<file path="config.mk">
export PLATFORM = sky130hd
export DESIGN_NAME = base64_decoder_checked
export DESIGN_NICKNAME = d
export VERILOG_FILES = /design/src/rtl/b64d_pkg.sv /design/src/rtl/b64d_front.sv /design/src/rtl/b64d_cmd_fifo.sv /design/src/rtl/b64d_back.sv /design/src/rtl/base64_decoder_checked.sv
export VERILOG_INCLUDE_DIRS = /design/src /design/src/rtl
export SDC_FILE = /design/constraint.sdc
export NUM_CORES = 1
export LEC_CHECK = 0
export ABC_AREA = 0
export BUFFER_PORTS_ARGS = -buffer_cell sky130_fd_sc_hd__buf_2
export CAP_MARGIN = 20
export CELL_PAD_IN_SITES_DETAIL_PLACEMENT = 0
export CELL_PAD_IN_SITES_GLOBAL_PLACEMENT = 1
export CORE_MARGIN = 4
export CORE_UTILIZATION = 38
export CTS_CLUSTER_SIZE = 12
export DETAILED_ROUTE_END_ITERATION = 7
export GPL_ROUTABILITY_DRIVEN = 1
export HOLD_SLACK_MARGIN = 0.03
export PLACE_DENSITY = 0.7
export SLEW_MARGIN = 10
export SYNTH_ARGS = -nofsm -noshare
export SYNTH_HDL_FRONTEND = slang
export SYNTH_SLANG_ARGS = --single-unit
</file>
<file path="constraint.sdc">
create_clock -name clk -period 4.7 [get_ports clk]
set_clock_uncertainty 0.1 [all_clocks]
set_input_delay 0.94 -clock clk [delete_from_list [all_inputs] [get_ports clk]]
set_output_delay 0.94 -clock clk [all_outputs]
set_load 0.03 [all_outputs]
</file>
<file path="src/rtl/assert_macros.svh">
// ----------------------------------------------------------------------------
// Assertion macros
// Shared concurrent assertion forms, clocked on clk and quiet during reset.
// ----------------------------------------------------------------------------
`ifndef ASSERT_MACROS_SVH
`define ASSERT_MACROS_SVH

// A condition that must hold at every clock edge outside reset.
`define ASSERT_ALWAYS(lbl, cond, msg) \
	lbl: assert property (@(posedge clk) disable iff (!arst_n) (cond)) else $error(msg);

// A trigger that must be met by a consequence at the same edge.
`define ASSERT_IMPLY(lbl, trig, cons, msg) \
	lbl: assert property (@(posedge clk) disable iff (!arst_n) (trig) |-> (cons)) else $error(msg);

`endif

</file>
<file path="src/rtl/b64d_pkg.sv">
// ----------------------------------------------------------------------------
// b64d_pkg
// Types, constants and the character table shared by the base64 decoder.
// ----------------------------------------------------------------------------
package b64d_pkg;

	// Width of the per-message byte counter.
	localparam int COUNT_WIDTH = 16;
	// Depth of the command queue between the front and the back.
	localparam int CMD_DEPTH = 4;
	localparam int CMD_PTR_W = $clog2(CMD_DEPTH);
	localparam int CMD_CNT_W = $clog2(CMD_DEPTH + 1);

	// Special characters.
	localparam logic [7:0] CHAR_PAD   = 8'h3D;
	localparam logic [7:0] CHAR_PLUS  = 8'h2B;
	localparam logic [7:0] CHAR_SLASH = 8'h2F;

	// Result status codes.
	localparam logic [1:0] STATUS_OK      = 2'd0;
	localparam logic [1:0] STATUS_ILLEGAL = 2'd1;
	localparam logic [1:0] STATUS_TRUNC   = 2'd2;

	// Message run mode.
	typedef enum logic [1:0] {
		MODE_DECODE = 2'd0,
		MODE_LIMIT  = 2'd1,
		MODE_ERROR  = 2'd2
	} run_mode_t;

	// Kind of work handed from the front to the back.
	typedef enum logic {
		CMD_BYTES  = 1'b0,
		CMD_STATUS = 1'b1
	} cmd_kind_t;

	typedef struct packed {
		logic [7:0] in_char;
		logic       is_last;
	} in_item_t;

	typedef struct packed {
		logic [7:0] out_byte;
		logic       byte_valid;
		logic [1:0] status;
		logic       last;
	} out_item_t;

	// One command: either a group of up to three bytes or a single status item.
	typedef struct packed {
		cmd_kind_t   kind;
		logic [23:0] word;
		logic [1:0]  count;
		logic [1:0]  status;
		logic        last;
	} cmd_t;

	// Command queue status seen by the front and the back.
	typedef struct packed {
		logic full;
		logic avail;
	} cmdq_stat_t;

	// Character to sextet; bit 6 set marks an illegal character.
	function automatic logic [6:0] sextet_of(input logic [7:0] c);
		logic [6:0] r;
		r = 7'h40;
		if (c >= 8'h41 && c <= 8'h5A) begin
			r = {1'b0, 6'(c - 8'h41)};
		end else if (c >= 8'h61 && c <= 8'h7A) begin
			r = {1'b0, 6'(c - 8'h61 + 8'd26)};
		end else if (c >= 8'h30 && c <= 8'h39) begin
			r = {1'b0, 6'(c - 8'h30 + 8'd52)};
		end else if (c == CHAR_PLUS) begin
			r = 7'd62;
		end else if (c == CHAR_SLASH) begin
			r = 7'd63;
		end else if (c == CHAR_PAD) begin
			r = 7'd0;
		end
		return r;
	endfunction

	// Byte limit loaded into the counter, saturated to the counter's range.
	function automatic logic [COUNT_WIDTH-1:0] load_limit(input logic [15:0] v);
		logic [31:0] wide;
		logic [31:0] cmax;
		wide = {16'd0, v};
		cmax = (32'd1 << COUNT_WIDTH) - 32'd1;
		if (wide > cmax) begin
			return cmax[COUNT_WIDTH-1:0];
		end
		return wide[COUNT_WIDTH-1:0];
	endfunction

endpackage

</file>
<file path="src/rtl/b64d_front.sv">
// ----------------------------------------------------------------------------
// b64d_front
// Accepts characters, tracks group and limit state, and issues commands.
// ----------------------------------------------------------------------------
module b64d_front (
	input  logic                 clk,
	input  logic                 arst_n,
	input  logic                 cfg_valid,
	output logic                 cfg_ready,
	input  logic [15:0]          cfg_data,
	input  logic                 accept,
	input  b64d_pkg::in_item_t   item,
	output logic                 cmd_push,
	output b64d_pkg::cmd_t       cmd
);

	logic [15:0]                       byte_limit_q;
	logic [1:0]                        group_pos_q;
	logic [17:0]                       held_q;
	logic                              third_pad_q;
	logic [b64d_pkg::COUNT_WIDTH-1:0]  bytes_left_q;
	logic                              msg_start_q;
	b64d_pkg::run_mode_t               mode_q;

	logic [1:0]                        group_pos_d;
	logic [17:0]                       held_d;
	logic                              third_pad_d;
	logic [b64d_pkg::COUNT_WIDTH-1:0]  bytes_left_d;
	b64d_pkg::run_mode_t               mode_d;
	logic [b64d_pkg::COUNT_WIDTH-1:0]  left;
	logic [6:0]                        sx;
	logic                              is_pad;
	logic [1:0]                        cnt;

	// The limit register takes every write.
	assign cfg_ready = 1'b1;

	always_ff @(posedge clk or negedge arst_n) begin
		if (!arst_n) begin
			byte_limit_q <= 16'hFFFF;
		end else if (cfg_valid) begin
			byte_limit_q <= cfg_data;
		end
	end

	// Per-character decode step.
	always_comb begin
		sx           = b64d_pkg::sextet_of(item.in_char);
		is_pad       = (item.in_char == b64d_pkg::CHAR_PAD);
		left         = msg_start_q ? b64d_pkg::load_limit(byte_limit_q) : bytes_left_q;
		mode_d       = mode_q;
		group_pos_d  = group_pos_q;
		held_d       = held_q;
		third_pad_d  = third_pad_q;
		bytes_left_d = left;
		cnt          = 2'd3;
		cmd_push     = 1'b0;
		cmd.kind     = b64d_pkg::CMD_STATUS;
		cmd.word     = {held_q, sx[5:0]};
		cmd.count    = 2'd1;
		cmd.status   = b64d_pkg::STATUS_OK;
		cmd.last     = item.is_last;

		if (mode_q == b64d_pkg::MODE_DECODE && group_pos_q == 2'd0
				&& left == '0) begin
			mode_d = b64d_pkg::MODE_LIMIT;
		end

		case (mode_d)
			b64d_pkg::MODE_DECODE: begin
				if (sx[6]) begin
					cmd_push   = 1'b1;
					cmd.status = b64d_pkg::STATUS_ILLEGAL;
					cmd.last   = 1'b1;
					mode_d     = b64d_pkg::MODE_ERROR;
				end else if (group_pos_q != 2'd3) begin
					held_d = {held_q[11:0], sx[5:0]};
					if (group_pos_q == 2'd2) begin
						third_pad_d = is_pad;
					end
					group_pos_d = group_pos_q + 2'd1;
					if (item.is_last) begin
						cmd_push   = 1'b1;
						cmd.status = b64d_pkg::STATUS_TRUNC;
					end
				end else begin
					if (third_pad_q) begin
						cnt = 2'd1;
					end else if (is_pad) begin
						cnt = 2'd2;
					end
					if ({{(b64d_pkg::COUNT_WIDTH-2){1'b0}}, cnt} > left) begin
						cnt = left[1:0];
					end
					bytes_left_d = left - {{(b64d_pkg::COUNT_WIDTH-2){1'b0}}, cnt};
					cmd_push     = 1'b1;
					cmd.kind     = b64d_pkg::CMD_BYTES;
					cmd.count    = cnt;
					group_pos_d  = 2'd0;
					held_d       = '0;
					third_pad_d  = 1'b0;
				end
			end
			b64d_pkg::MODE_LIMIT: begin
				cmd_push = item.is_last;
			end
			default: begin
				cmd_push = 1'b0;
			end
		endcase

		cmd_push = cmd_push && accept;
	end

	// Message state registers.
	always_ff @(posedge clk or negedge arst_n) begin
		if (!arst_n) begin
			group_pos_q  <= 2'd0;
			held_q       <= '0;
			third_pad_q  <= 1'b0;
			bytes_left_q <= '0;
			msg_start_q  <= 1'b1;
			mode_q       <= b64d_pkg::MODE_DECODE;
		end else if (accept) begin
			bytes_left_q <= bytes_left_d;
			if (item.is_last) begin
				group_pos_q <= 2'd0;
				held_q      <= '0;
				third_pad_q <= 1'b0;
				msg_start_q <= 1'b1;
				mode_q      <= b64d_pkg::MODE_DECODE;
			end else begin
				group_pos_q <= group_pos_d;
				held_q      <= held_d;
				third_pad_q <= third_pad_d;
				msg_start_q <= 1'b0;
				mode_q      <= mode_d;
			end
		end
	end

endmodule

</file>
<file path="src/rtl/b64d_cmd_fifo.sv">
// ----------------------------------------------------------------------------
// b64d_cmd_fifo
// Short command queue that decouples the front from the back.
// ----------------------------------------------------------------------------
module b64d_cmd_fifo (
	input  logic                 clk,
	input  logic                 arst_n,
	input  logic                 push,
	input  b64d_pkg::cmd_t       wdata,
	input  logic                 pop,
	output b64d_pkg::cmd_t       rdata,
	output b64d_pkg::cmdq_stat_t stat
);

	b64d_pkg::cmd_t                   mem_q [b64d_pkg::CMD_DEPTH];
	logic [b64d_pkg::CMD_PTR_W-1:0]   wr_ptr_q;
	logic [b64d_pkg::CMD_PTR_W-1:0]   rd_ptr_q;
	logic [b64d_pkg::CMD_CNT_W-1:0]   count_q;

	assign rdata      = mem_q[rd_ptr_q];
	assign stat.full  = (count_q == b64d_pkg::CMD_CNT_W'(b64d_pkg::CMD_DEPTH));
	assign stat.avail = (count_q != '0);

	// Storage is written at the tail only.
	always_ff @(posedge clk) begin
		if (push) begin
			mem_q[wr_ptr_q] <= wdata;
		end
	end

	// Pointers and fill level.
	always_ff @(posedge clk or negedge arst_n) begin
		if (!arst_n) begin
			wr_ptr_q <= '0;
			rd_ptr_q <= '0;
			count_q  <= '0;
		end else begin
			if (push) begin
				wr_ptr_q <= wr_ptr_q + 1'b1;
			end
			if (pop) begin
				rd_ptr_q <= rd_ptr_q + 1'b1;
			end
			if (push && !pop) begin
				count_q <= count_q + 1'b1;
			end else if (pop && !push) begin
				count_q <= count_q - 1'b1;
			end
		end
	end

endmodule

</file>
<file path="src/rtl/b64d_back.sv">
// ----------------------------------------------------------------------------
// b64d_back
// Expands queued commands into result items, one per cycle while the result side pops, into a register.
// ----------------------------------------------------------------------------
module b64d_back (
	input  logic                 clk,
	input  logic                 arst_n,
	input  b64d_pkg::cmd_t       head,
	input  b64d_pkg::cmdq_stat_t qstat,
	output logic                 cmd_pop,
	input  logic                 pop,
	output logic                 empty,
	output b64d_pkg::out_item_t  result
);

	logic [1:0]              idx_q;
	logic                    out_valid_q;
	b64d_pkg::out_item_t     out_q;
	logic                    load;
	logic                    final_one;
	b64d_pkg::out_item_t     next;

	assign empty  = !out_valid_q;
	assign result = out_q;

	// Build the next result from the head command.
	always_comb begin
		load      = qstat.avail && (!out_valid_q || pop);
		final_one = (head.kind == b64d_pkg::CMD_STATUS) || ((idx_q + 2'd1) == head.count);
		cmd_pop   = load && final_one;
		next.byte_valid = (head.kind == b64d_pkg::CMD_BYTES);
		next.status     = head.status;
		next.last       = head.last && final_one;
		case (idx_q)
			2'd0:    next.out_byte = head.word[23:16];
			2'd1:    next.out_byte = head.word[15:8];
			default: next.out_byte = head.word[7:0];
		endcase
		if (head.kind == b64d_pkg::CMD_STATUS) begin
			next.out_byte = 8'd0;
		end
	end

	// Output register holds its item until it is popped.
	always_ff @(posedge clk) begin
		if (load) begin
			out_q <= next;
		end
	end

	always_ff @(posedge clk or negedge arst_n) begin
		if (!arst_n) begin
			out_valid_q <= 1'b0;
			idx_q       <= 2'd0;
		end else begin
			if (load) begin
				out_valid_q <= 1'b1;
				idx_q       <= final_one ? 2'd0 : idx_q + 2'd1;
			end else if (pop) begin
				out_valid_q <= 1'b0;
			end
		end
	end

endmodule

</file>
<file path="src/rtl/base64_decoder_checked.sv">
// ----------------------------------------------------------------------------
// base64_decoder_checked
// Base64 body decoder with byte limit, illegal-character and truncation checks.
// ----------------------------------------------------------------------------
// The decoder takes one character per cycle: a character is accepted whenever
// full is low, so a steady stream runs at one item per clock. Each complete
// group of four characters yields up to three byte items, which leave one per
// clock from the output register while pop stays high, so a stream of full
// groups yields three result items for every four characters and the result
// side keeps up. The four-entry command queue between the decoding front and
// the expanding back absorbs stalls on the result side; full rises only once
// the queue holds four commands while the output register waits, which takes
// a result side held off for several groups. A result passes from the accepted
// character through the command queue and then the output register to the
// result ports. The byte limit register is always ready and takes effect at
// the first character of the next message.

`include "assert_macros.svh"

module base64_decoder_checked (
	input  logic                 clk,
	input  logic                 arst_n,
	input  logic                 cfg_valid,
	output logic                 cfg_ready,
	input  logic [15:0]          cfg_data,
	input  logic                 push,
	output logic                 full,
	input  b64d_pkg::in_item_t   item,
	output logic                 empty,
	input  logic                 pop,
	output b64d_pkg::out_item_t  result
);

	logic                 accept;
	logic                 cmd_push;
	logic                 cmd_pop;
	b64d_pkg::cmd_t       cmd_in;
	b64d_pkg::cmd_t       cmd_head;
	b64d_pkg::cmdq_stat_t qstat;

	assign full   = qstat.full;
	assign accept = push && !qstat.full;

	b64d_front u_front (
		.clk       (clk),
		.arst_n    (arst_n),
		.cfg_valid (cfg_valid),
		.cfg_ready (cfg_ready),
		.cfg_data  (cfg_data),
		.accept    (accept),
		.item      (item),
		.cmd_push  (cmd_push),
		.cmd       (cmd_in)
	);

	b64d_cmd_fifo u_fifo (
		.clk    (clk),
		.arst_n (arst_n),
		.push   (cmd_push),
		.wdata  (cmd_in),
		.pop    (cmd_pop),
		.rdata  (cmd_head),
		.stat   (qstat)
	);

	b64d_back u_back (
		.clk     (clk),
		.arst_n  (arst_n),
		.head    (cmd_head),
		.qstat   (qstat),
		.cmd_pop (cmd_pop),
		.pop     (pop),
		.empty   (empty),
		.result  (result)
	);

	// A full queue always has a command for the back to work on.
	`ASSERT_IMPLY(a_full_has_work, qstat.full, qstat.avail, "full queue shows no command")
	// The back only removes commands that are there.
	`ASSERT_IMPLY(a_pop_nonempty, cmd_pop, qstat.avail, "command removed from empty queue")
	// An item without a byte carries a zero byte.
	`ASSERT_IMPLY(a_zero_byte, !empty && !result.byte_valid, result.out_byte == 8'd0, "stray byte")
	// Error items always close the message.
	`ASSERT_IMPLY(a_err_last, !empty && result.status != b64d_pkg::STATUS_OK, result.last, "error not last")

endmodule

</file>
== Word level (Yosys, flattened, before mapping) ==
Memories as Yosys holds them, arrays and structs flattened.
Cells that the tools add are included.
Widths: inputs -> output; s select.

* $add $sub $neg: 12
* Order comparisons: 7
* Eq/ne operators: 11
* Mux-type cells: 58
* Bitwise operators: 1
* Reduce and logical (&&, ||, !) cells: 29

{| class="wikitable"
|+ Operators with widths
! operator !! count
|-
| $mux 18 || 4
|-
| $mux 16 || 4
|-
| $mux 2 || 22
|-
| $mux 7 || 6
|-
| $eq 8x6->1 const B || 3
|-
| $mux 1 || 17
|-
| $ge 8x7->1 const B || 2
|-
| $gt 2x16->1 || 1
|-
| $le 8x7->1 const B || 2
|-
| $logic_not 16->1 || 1
|-
| $pmux 8 s2 || 1
|-
| $sub 16x2->16 || 1
|-
| $logic_and 1x1->1 || 12
|-
| $sub 6x6->6 const B || 2
|-
| $add 2x1->2 const B || 4
|-
| $ge 8x6->1 const B || 1
|-
| $le 8x6->1 const B || 1
|-
| $logic_not 2->1 || 4
|-
| $add 6x5->6 const B || 1
|-
| $add 6x6->6 const B || 1
|-
| $mux 3 || 2
|-
| $reduce_bool 2->1 || 3
|-
| $sub 6x1->6 const B || 1
|-
| $mux 5 || 1
|-
| other kinds (15) || 21
|}

* Flip-flop bits (word level): 78
* Bits in writable memories: 120
* Input port bits: 30
* Output and inout port bits: 15
* Logic and storage cells: 135
* Memories kept: 1

{| class="wikitable"
|+ Memory list
! name !! words !! bits a word !! read ports !! clocked after Yosys merged registers in !! write ports !! line !! RTL
|-
| u_fifo.mem_q || 4 || 30 || 1 || 0 || 1 || b64d_cmd_fifo.sv:15 || <nowiki>b64d_pkg::cmd_t mem_q [b64d_pkg::CMD_DEPTH];</nowiki>
|}

== Longest topological paths before layout ==
Gate-level depths: netlist of run 1.

* Depth in word-level cells: 18
* Gate-level depth with buffers: 20
* Depth with buffers taken out: 19

== Hierarchy ==
From an unflattened synthesis of run 1, not the netlist that was laid out.

* Cells, all modules: 694
* Area, all modules: 9,529.1 µm²

{| class="wikitable"
|+ By module, submodules not included
! module !! times used !! cells an instance !! area an instance (µm²) !! seq. area each (µm²)
|-
| b64d_cmd_fifo || 1 || 191 || 4,764.6 || 3,778.6
|-
| b64d_front || 1 || 438 || 4,026.4 || 1,422.6
|-
| b64d_back || 1 || 64 || 724.4 || 435.4
|-
| base64_decoder_checked || 1 || 1 || 13.8 || 0.0
|}

== Least setup slack after synthesis of run 1 ==
No wires, ideal clock.

* Kind: input port to flip-flop
* Start point: input item[7] (netlist bit)
* End point: register u_front.bytes_left_q[11] (netlist bit)
* Library setup time: 0.126 ns
* Arrival time: 4.104 ns
* Required time: 4.474 ns
* Slack: 0.370 ns
* Stages on the path: 18
* Path buffers: 0
* Path through: or3b_2 > nor2_1 > nand3_1 > nor2_1 > ha_1 > inv_1 > a21oi_1 > a21oi_1 > and2_1 > o21ai_0 > ha_1 > nand2b_1 > o2111ai_1 > o21bai_1 > nor4_1 > nand2_2 > xnor2_1 > a221o_1

* Cells in the longest elaborated chain, start to end: 15
* Elaborated cells between the ends (all ways): 32
* Classes of those cells: add/sub (1); order compare (7); eq/ne (3); mux (18); reduce/logical (3)

{| class="wikitable"
|+ Ends and longest elaborated chain
! item !! line !! RTL
|-
| start: declaration || base64_decoder_checked.sv:28 || <nowiki>input b64d_pkg::in_item_t item,</nowiki>
|-
| $eq 8x6->1 || b64d_pkg.sv:78, b64d_front.sv:49 ||
|-
| $mux 1 || b64d_front.sv:89 || <nowiki>end else if (is_pad) begin</nowiki>
|-
| $mux 2 || b64d_front.sv:87 || <nowiki>if (third_pad_q) begin</nowiki>
|-
| $mux 2 || b64d_front.sv:76 || <nowiki>end else if (group_pos_q != 2'd3) begin</nowiki>
|-
| $mux 2 || b64d_front.sv:71 || <nowiki>if (sx[6]) begin</nowiki>
|-
| $mux 2 || b64d_front.sv:69 || <nowiki>case (mode_d)</nowiki>
|-
| $gt 2x16->1 || b64d_front.sv:92 || <nowiki>if ({{(b64d_pkg::COUNT_WIDTH-2){1'b0}}, cnt} > left) begin</nowiki>
|-
| $mux 2 || b64d_front.sv:92 ||
|-
| $mux 2 || b64d_front.sv:76 ||
|-
| $mux 2 || b64d_front.sv:71 ||
|-
| $mux 2 || b64d_front.sv:69 ||
|-
| $sub 16x2->16 || b64d_front.sv:95 || <nowiki>bytes_left_d = left - {{(b64d_pkg::COUNT_WIDTH-2){1'b0}}, cnt};</nowiki>
|-
| $mux 16 || b64d_front.sv:76 ||
|-
| $mux 16 (*) || b64d_front.sv:71 ||
|-
| $mux 16 (*) || b64d_front.sv:69 ||
|-
| end signal: assignment || b64d_front.sv:125 || <nowiki>bytes_left_q <= bytes_left_d;</nowiki>
|-
| end: declaration || b64d_front.sv:21 || <nowiki>logic [b64d_pkg::COUNT_WIDTH-1:0] bytes_left_q;</nowiki>
|}

Mark *: on every way between the ends. The rest lies on a longest branch, timed or not. The select of a mux whose other input is x is not followed.
A chain may end at the register's enable or synchronous reset.

== Worst setup path after layout of run 1 ==
Same ends and word-level chain as after synthesis.

==> metrics, run 1 <==
crit end category=register; most area-hungry cell type in the Yosys netlist=edfxtp_1; routing usage on met2=about a quarter; Pins Over Slew Limit=0; first-pass GRT wire length=about 31000 um; Critical Path Stages=19; maximum VDD drop=0.223 mV; placed cell areas=approximately 0.0099 mm2; CTS Sinks=~200; final setup TNS=0 ns; post-synthesis area per instance=about 13 um2; Distinct cells, synth=66; r2r startpoint=u_front.msg_start_q; Starting Density=around two fifths; Reg-to-Reg End=u_front.bytes_left_q[11]; dominant synthesized flop cell=edfxtp_1; count leader, synth=edfxtp_1; fin worst setup slack=between 0.3 and 0.4 ns; WP data arrival=about 4.6 ns; Storage cell area=approximately 0.0056 mm2; final hold vios=0; Pre-antenna DRT Iters=5; crit-path cells=buf_2, or3b_2, nor2_1, nand3_1, nor2_1, ha_1, inv_1, a21oi_1, a21oi_1, and2_1, o21ai_0, ha_1, nand2b_1, o2111ai_1, o21bai_1, nor4_1, a21bo_2, a21oi_1, a221o_1; DR vias=between 5000 and 6000; CTS Root Buffer Type=clkbuf_16; DRC Markers=0; global placer's final weighted congestion=around 0.80; Comb power frac=about 28%; CORE AREA=roughly 0.024 mm2; antenna violations before repair=0; RSZ-0062 raised after global routing=false; Max Buffers Root-to-Sink=2; design area=about 0.010 mm2; Req. time, crit path=slightly below 5 ns; Lkg Pwr=approximately 4 nW; Routed Wire Length=18700 um; synth top area cells=edfxtp_1, dfrtp_1, mux4_2; sequential share of the synthesized area=between 60% and 70%; fmax=0.228 GHz; sw frac=roughly 34%; Worst-Skew Late Latency=roughly 0.43 ns; I/O pin count=45; post-cts resize count=0; die width=between 150 and 200 um; Worst Path Buf+Inv=2; Worst path top cell family by delay=simple AND/OR/NAND/NOR gates; largest net degree at the start of global routing=46; initial DRC count=298; setup slack after placement=-0.121 ns; Post-synth EDFFs=132; crit path to=u_front.bytes_left_q[11]; switching power total=1.85 mW; final net count=a little under 800; Synth top cells by count=edfxtp_1, nand2_1, dfrtp_1; share of the synthesized area in the top cell type=between 40% and 50%; layout cell share with drive strength beyond 1=roughly 23%; Critical Path Source Type=input port; Mapped Cells=693; # H-tree levels=4; Final period util=between 90% and 100%; TritonCTS Buffers=17; Filler cells=approximately 2100; Worst Path Max Fanout=5; Mapped Nets=approximately 750; Slew @ Worst Pin=just over 0.9 ns; GR Util met1=roughly a fifth; Area Overhead vs Synth=13.4%; Total GRT Usage=14.6%; port bufs=43; final period demand of the worst path=around 4.4 ns; critical path's largest stage delay=between 0.4 and 0.5 ns; internal power=about 3.6 mW; Mapped Area=about 0.009 mm2; Via density=~5.3; die height=164 um; Final setup viols=0; total number of yosys warnings=0; R2R depth=14; Hold WC Path Type=in -> async; CTS tree=done; hold buffers post-CTS=0; busiest layer in global routing=met2; Routed Antenna Nets=0; area occupied by multi-input gates=0.00336 mm2; post-synthesis register bit count=between 150 and 200; GRT overflow=0; clock-pin transition on the worst setup and hold timing paths=roughly 0.08 ns; max-cap violation count=0; status=finished clean; slew margin rel.=39.0%; fraction of registers with async set/reset=33.3%; DR WL/cell=17.5 um; Clk pwr share=a little over a quarter; critical path's slowest cell=or3b_2; pwr dens=about 520 mW/mm2; sequential share of power=approximately 45%; post-DP HPWL=around 12000 um; diodes inserted=0; WS Path Type=in -> reg; via count of the first global-routing pass=5789; die area=between 0.02 and 0.03 mm2; GR Util met3=around 3.0%; cell row count=between 50 and 60; crit path from=item[7]; flop2flop setup slack=about 0.41 ns; CP most frequent cell=a21oi_1; # Post-CTS Setup Buffers=0
==> power groups by stage <==
| stage | registers (mW) | clock network (mW) | logic (mW) |
|---|---|---|---|
| 5_1_grt | 2.48 | 1.60 | 1.72 |
| 3_5_place_dp | 2.48 | 0 | 1.56 |
| 2_1_floorplan | 2.47 | 0 | 1.13 |
| 3_3_place_gp | 2.46 | 0 | 1.52 |
| 6_report | 2.44 | 1.49 | 1.54 |
| 4_1_cts | 2.44 | 1.52 | 1.57 |
==> layout by cell type, fill, tap and decap left out, types with 26 or more instances in the layout <==
cell / n
mux4_2: 30
buf_2: 43
a21oi_1: 28
edfxtp_1: 132
dfrtp_1: 48
nor3_1: 26
nand2_1: 76
inv_1: 27
nor2_1: 26
o21ai_0: 27
==> area by class of cell <==
type                    count  area share, %
flip-flops and latches    198           53.7
multi-input cells         431           32.0
clock buffers              17           4.05
well taps                 319           3.80
repair buffers             63           3.60
clock inverters            15           1.86
inverters                  27          0.965
==> sequential cells by signal, summed over array words and instances (netlist names), 2 cells and up <==
register and flops:
u_back.idx_q 2, u_back.result 12, u_fifo.count_q 3, u_fifo.mem_q 120
u_fifo.rd_ptr_q 2, u_fifo.wr_ptr_q 2, u_front.byte_limit_q 16, u_front.bytes_left_q 16
u_front.group_pos_q 2, u_front.held_q 18, u_front.mode_q 2
==> layer usage <==
| layer | wire [um] | up-vias |
|---|---|---|
| met3 | 675 | 20 |
| met4 | 252 | 0 |
| li1 | - | 2663 |
| met5 | 0 | - |
| met2 | 9070 | 104 |
| met1 | 8680 | 2847 |
==> cells by family after synthesis <==
| kind of cell | after synthesis | share of synthesized area, % |
|---|---|---|
| AOI/OAI and AO/OA | 112 | 8.02 |
| xor gates and xnor gates | 25 | 2.36 |
| adders and majority gates | 23 | 3.27 |
| buffers and inverters | 64 | 2.88 |
| DFF | 198 | 60.9 |
| muxes | 65 | 11.4 |
| other | 1 | 0.0405 |
| and+or+nand+nor | 205 | 11.2 |
==> per-stage QoR <==
stage | utilization, % | cells | total power [mW] | hold slack [ns]
3_5_place_dp | 41.5 | 1037 | 4.04 | 0.378
4_1_cts | 44.1 | 1069 | 5.53 | 0.388
2_1_floorplan | - | 693 | 3.60 | 0.356
5_1_grt | 44.2 | 1070 | 5.79 | 0.364
3_3_place_gp | 41.5 | 1037 | 3.98 | 0.372
6_report | 44.2 | 1070 | 5.47 | 0.354
==> how the worst min path moves through the flow <==
stage | slack [ns] | endpoint | start | cells past startpoint
3_5_place_dp | 0.38 | u_fifo.count_q[2] | u_fifo.count_q[2] | 1
5_1_grt | 0.36 | u_front.bytes_left_q[15] | arst_n | 1
4_1_cts | 0.39 | u_fifo.count_q[2] | u_fifo.count_q[2] | 1
2_1_floorplan | 0.36 | u_fifo.count_q[2] | u_fifo.count_q[2] | 1
3_3_place_gp | 0.37 | u_fifo.count_q[2] | u_fifo.count_q[2] | 1
6_report | 0.35 | u_front.bytes_left_q[9] | arst_n | 1
Power figures use the tool's default switching activity.
==> run 2: changes to the inputs <==
- BUFFER_PORTS_ARGS: -buffer_cell sky130_fd_sc_hd__buf_2 -> default
- DONT_BUFFER_PORTS: default -> 1
- PLACE_DENSITY: 0.7 -> 0.68
==> metrics, run 2 (same netlist as run 1, synthesis figures left out) <==
WS Path Type=in -> reg; Req. time, crit path=roughly 4.9 ns; TritonCTS Buffers=17; post-layout util=43.4%; antenna violations before repair=0; via count of the first global-routing pass=roughly 5800; Routed Antenna Nets=0; DRC Markers=0; Starting Density=just under 40%; WP data arrival=around 4.5 ns; Final setup viols=0; Slew @ Worst Pin=between 0.9 and 1 ns; fmax=between 0.2 and 0.25 GHz; # Post-CTS Setup Buffers=0; Worst Path Max Fanout=5; Total GRT Usage=roughly 15%; die height=~160 um; Final period util=between 90% and 100%; Worst-Skew Late Latency=roughly 0.44 ns; Max Buffers Root-to-Sink=2; final hold vios=0; first-pass GRT wire length=32100 um; initial DRC count=313; port bufs=0; Via density=around 5.4; GRT overflow=0; CORE AREA=between 0.02 and 0.025 mm2; crit end category=register; clock-pin transition on the worst setup and hold timing paths=~0.090 ns; # H-tree levels=4; max-cap violation count=0; Hold WC Path Type=in -> async; most frequent cells in the layout=edfxtp_1, nand2_1, dfrtp_1; die area=~0.027 mm2; die width=164 um; CTS Root Buffer Type=clkbuf_16; hold buffers post-CTS=0; number of flip-flops in the largest register=120; Routed Wire Length=about 19000 um; most common cell after layout, fill and taps aside=edfxtp_1; biggest registers after layout=u_fifo.mem_q x120, u_front.held_q x18; Critical Path Source Type=input port; Lkg Pwr=~3.7 nW; slew margin rel.=between 30% and 40%; global placer's final weighted congestion=roughly 0.83; most flop-heavy register=u_fifo.mem_q; WHS=0.0894 ns; DR WL/cell=between 15 and 20 um; CTS tree=done; CTS Sinks=~200; final net count=between 700 and 800; layout cell share with drive strength beyond 1=a little under a fifth; largest net degree at the start of global routing=67; pwr dens=~540 mW/mm2; status=finished clean; Pre-antenna DRT Iters=5; Final Non-Filler Cells=~1000; Pins Over Slew Limit=0; DR vias=roughly 5500; Area Overhead vs Synth=11.2%; final period demand of the worst path=approximately 4.3 ns; cell row count=56; Placed Cells=993; final setup TNS=0 ns; post-DP HPWL=about 13000 um; Design Power=~5.5 mW; maximum VDD drop=0.315 mV; diodes inserted=0; RSZ-0062 raised after global routing=false; I/O pin count=45; Filler cells=between 2000 and 2500; post-cts resize count=0
==> run 2: cell count changes in the layout (fill, tap and decap cells not counted) <==
cell       before  now
clkinv_4        2    0
inv_6           1    3
bufinv_16       0    2
inv_8           3    2
buf_4          19   18
buf_12          1    0
buf_2          43    0
clkinv_2        1    0
==> run 2: path summary, 6_finish.rpt <==
path / from / to / slack (ns) / cells after the start
hold / removal: arst_n / u_front.held_q[15] / 0.09 / 0
min in group clk: u_fifo.count_q[2] / u_fifo.count_q[2] / 0.40 / 1
hold reg to reg: u_fifo.count_q[2] / u_fifo.count_q[2] / 0.40 / 1
setup reg to reg: u_front.msg_start_q / u_front.bytes_left_q[11] / 0.45 / 14
max in group asynchronous: arst_n / u_front.msg_start_q / 4.21 / 0
setup / recovery: item[7] / u_front.bytes_left_q[11] / 0.45 / 16
==> run 2: critical path, cell delays in order <==
cell and delay (ns):
or3b_2 0.47, nor2_1 0.19, nand3_1 0.16, nor2_1 0.19
ha_1 0.26, a21oi_1 0.13, and2_1 0.19, mux2i_1 0.27
ha_1 0.21, nand2b_1 0.13, o2111ai_1 0.14, o21bai_1 0.27
nor4_1 0.43, a21bo_2 0.20, a21oi_1 0.05, a221o_1 0.25
==> run 2: final cells by class <==
| cell class | count | area [um2] | area share (%) |
|---|---|---|---|
| clock inverters | 15 | 239 | 2.32 |
| well taps | 319 | 399 | 3.88 |
| multi-input cells | 431 | 3360 | 32.6 |
| flip-flops and latches | 198 | 5640 | 54.7 |
| repair buffers | 18 | 135 | 1.31 |
| inverters | 27 | 101 | 0.984 |
| clock buffers | 17 | 425 | 4.13 |
==> run 2: layer usage <==
layer	wire length, um	vias to the layer above	track usage, %
li1	-	2572	-
met2	9600	118	24.8
met1	8940	2833	21.2
met3	703	14	3.14
met5	0	-	0
met4	160	0	3.85
==> run 2: stage by stage <==
stage	setup WS, ns	instance area [um2]
6_report	0.448	10300
4_1_cts	0.459	10300
5_1_grt	0.0958	10300
3_3_place_gp	0.186	9640
3_5_place_dp	0.0216	9640
2_1_floorplan	0.370	9260
==> run 2: power breakdown <==
| part | internal, mW | switching, mW |
|---|---|---|
| registers | 2.22 | 0.308 |
| logic | 0.642 | 0.784 |
| clock network | 0.841 | 0.756 |
| total | 3.70 | 1.85 |
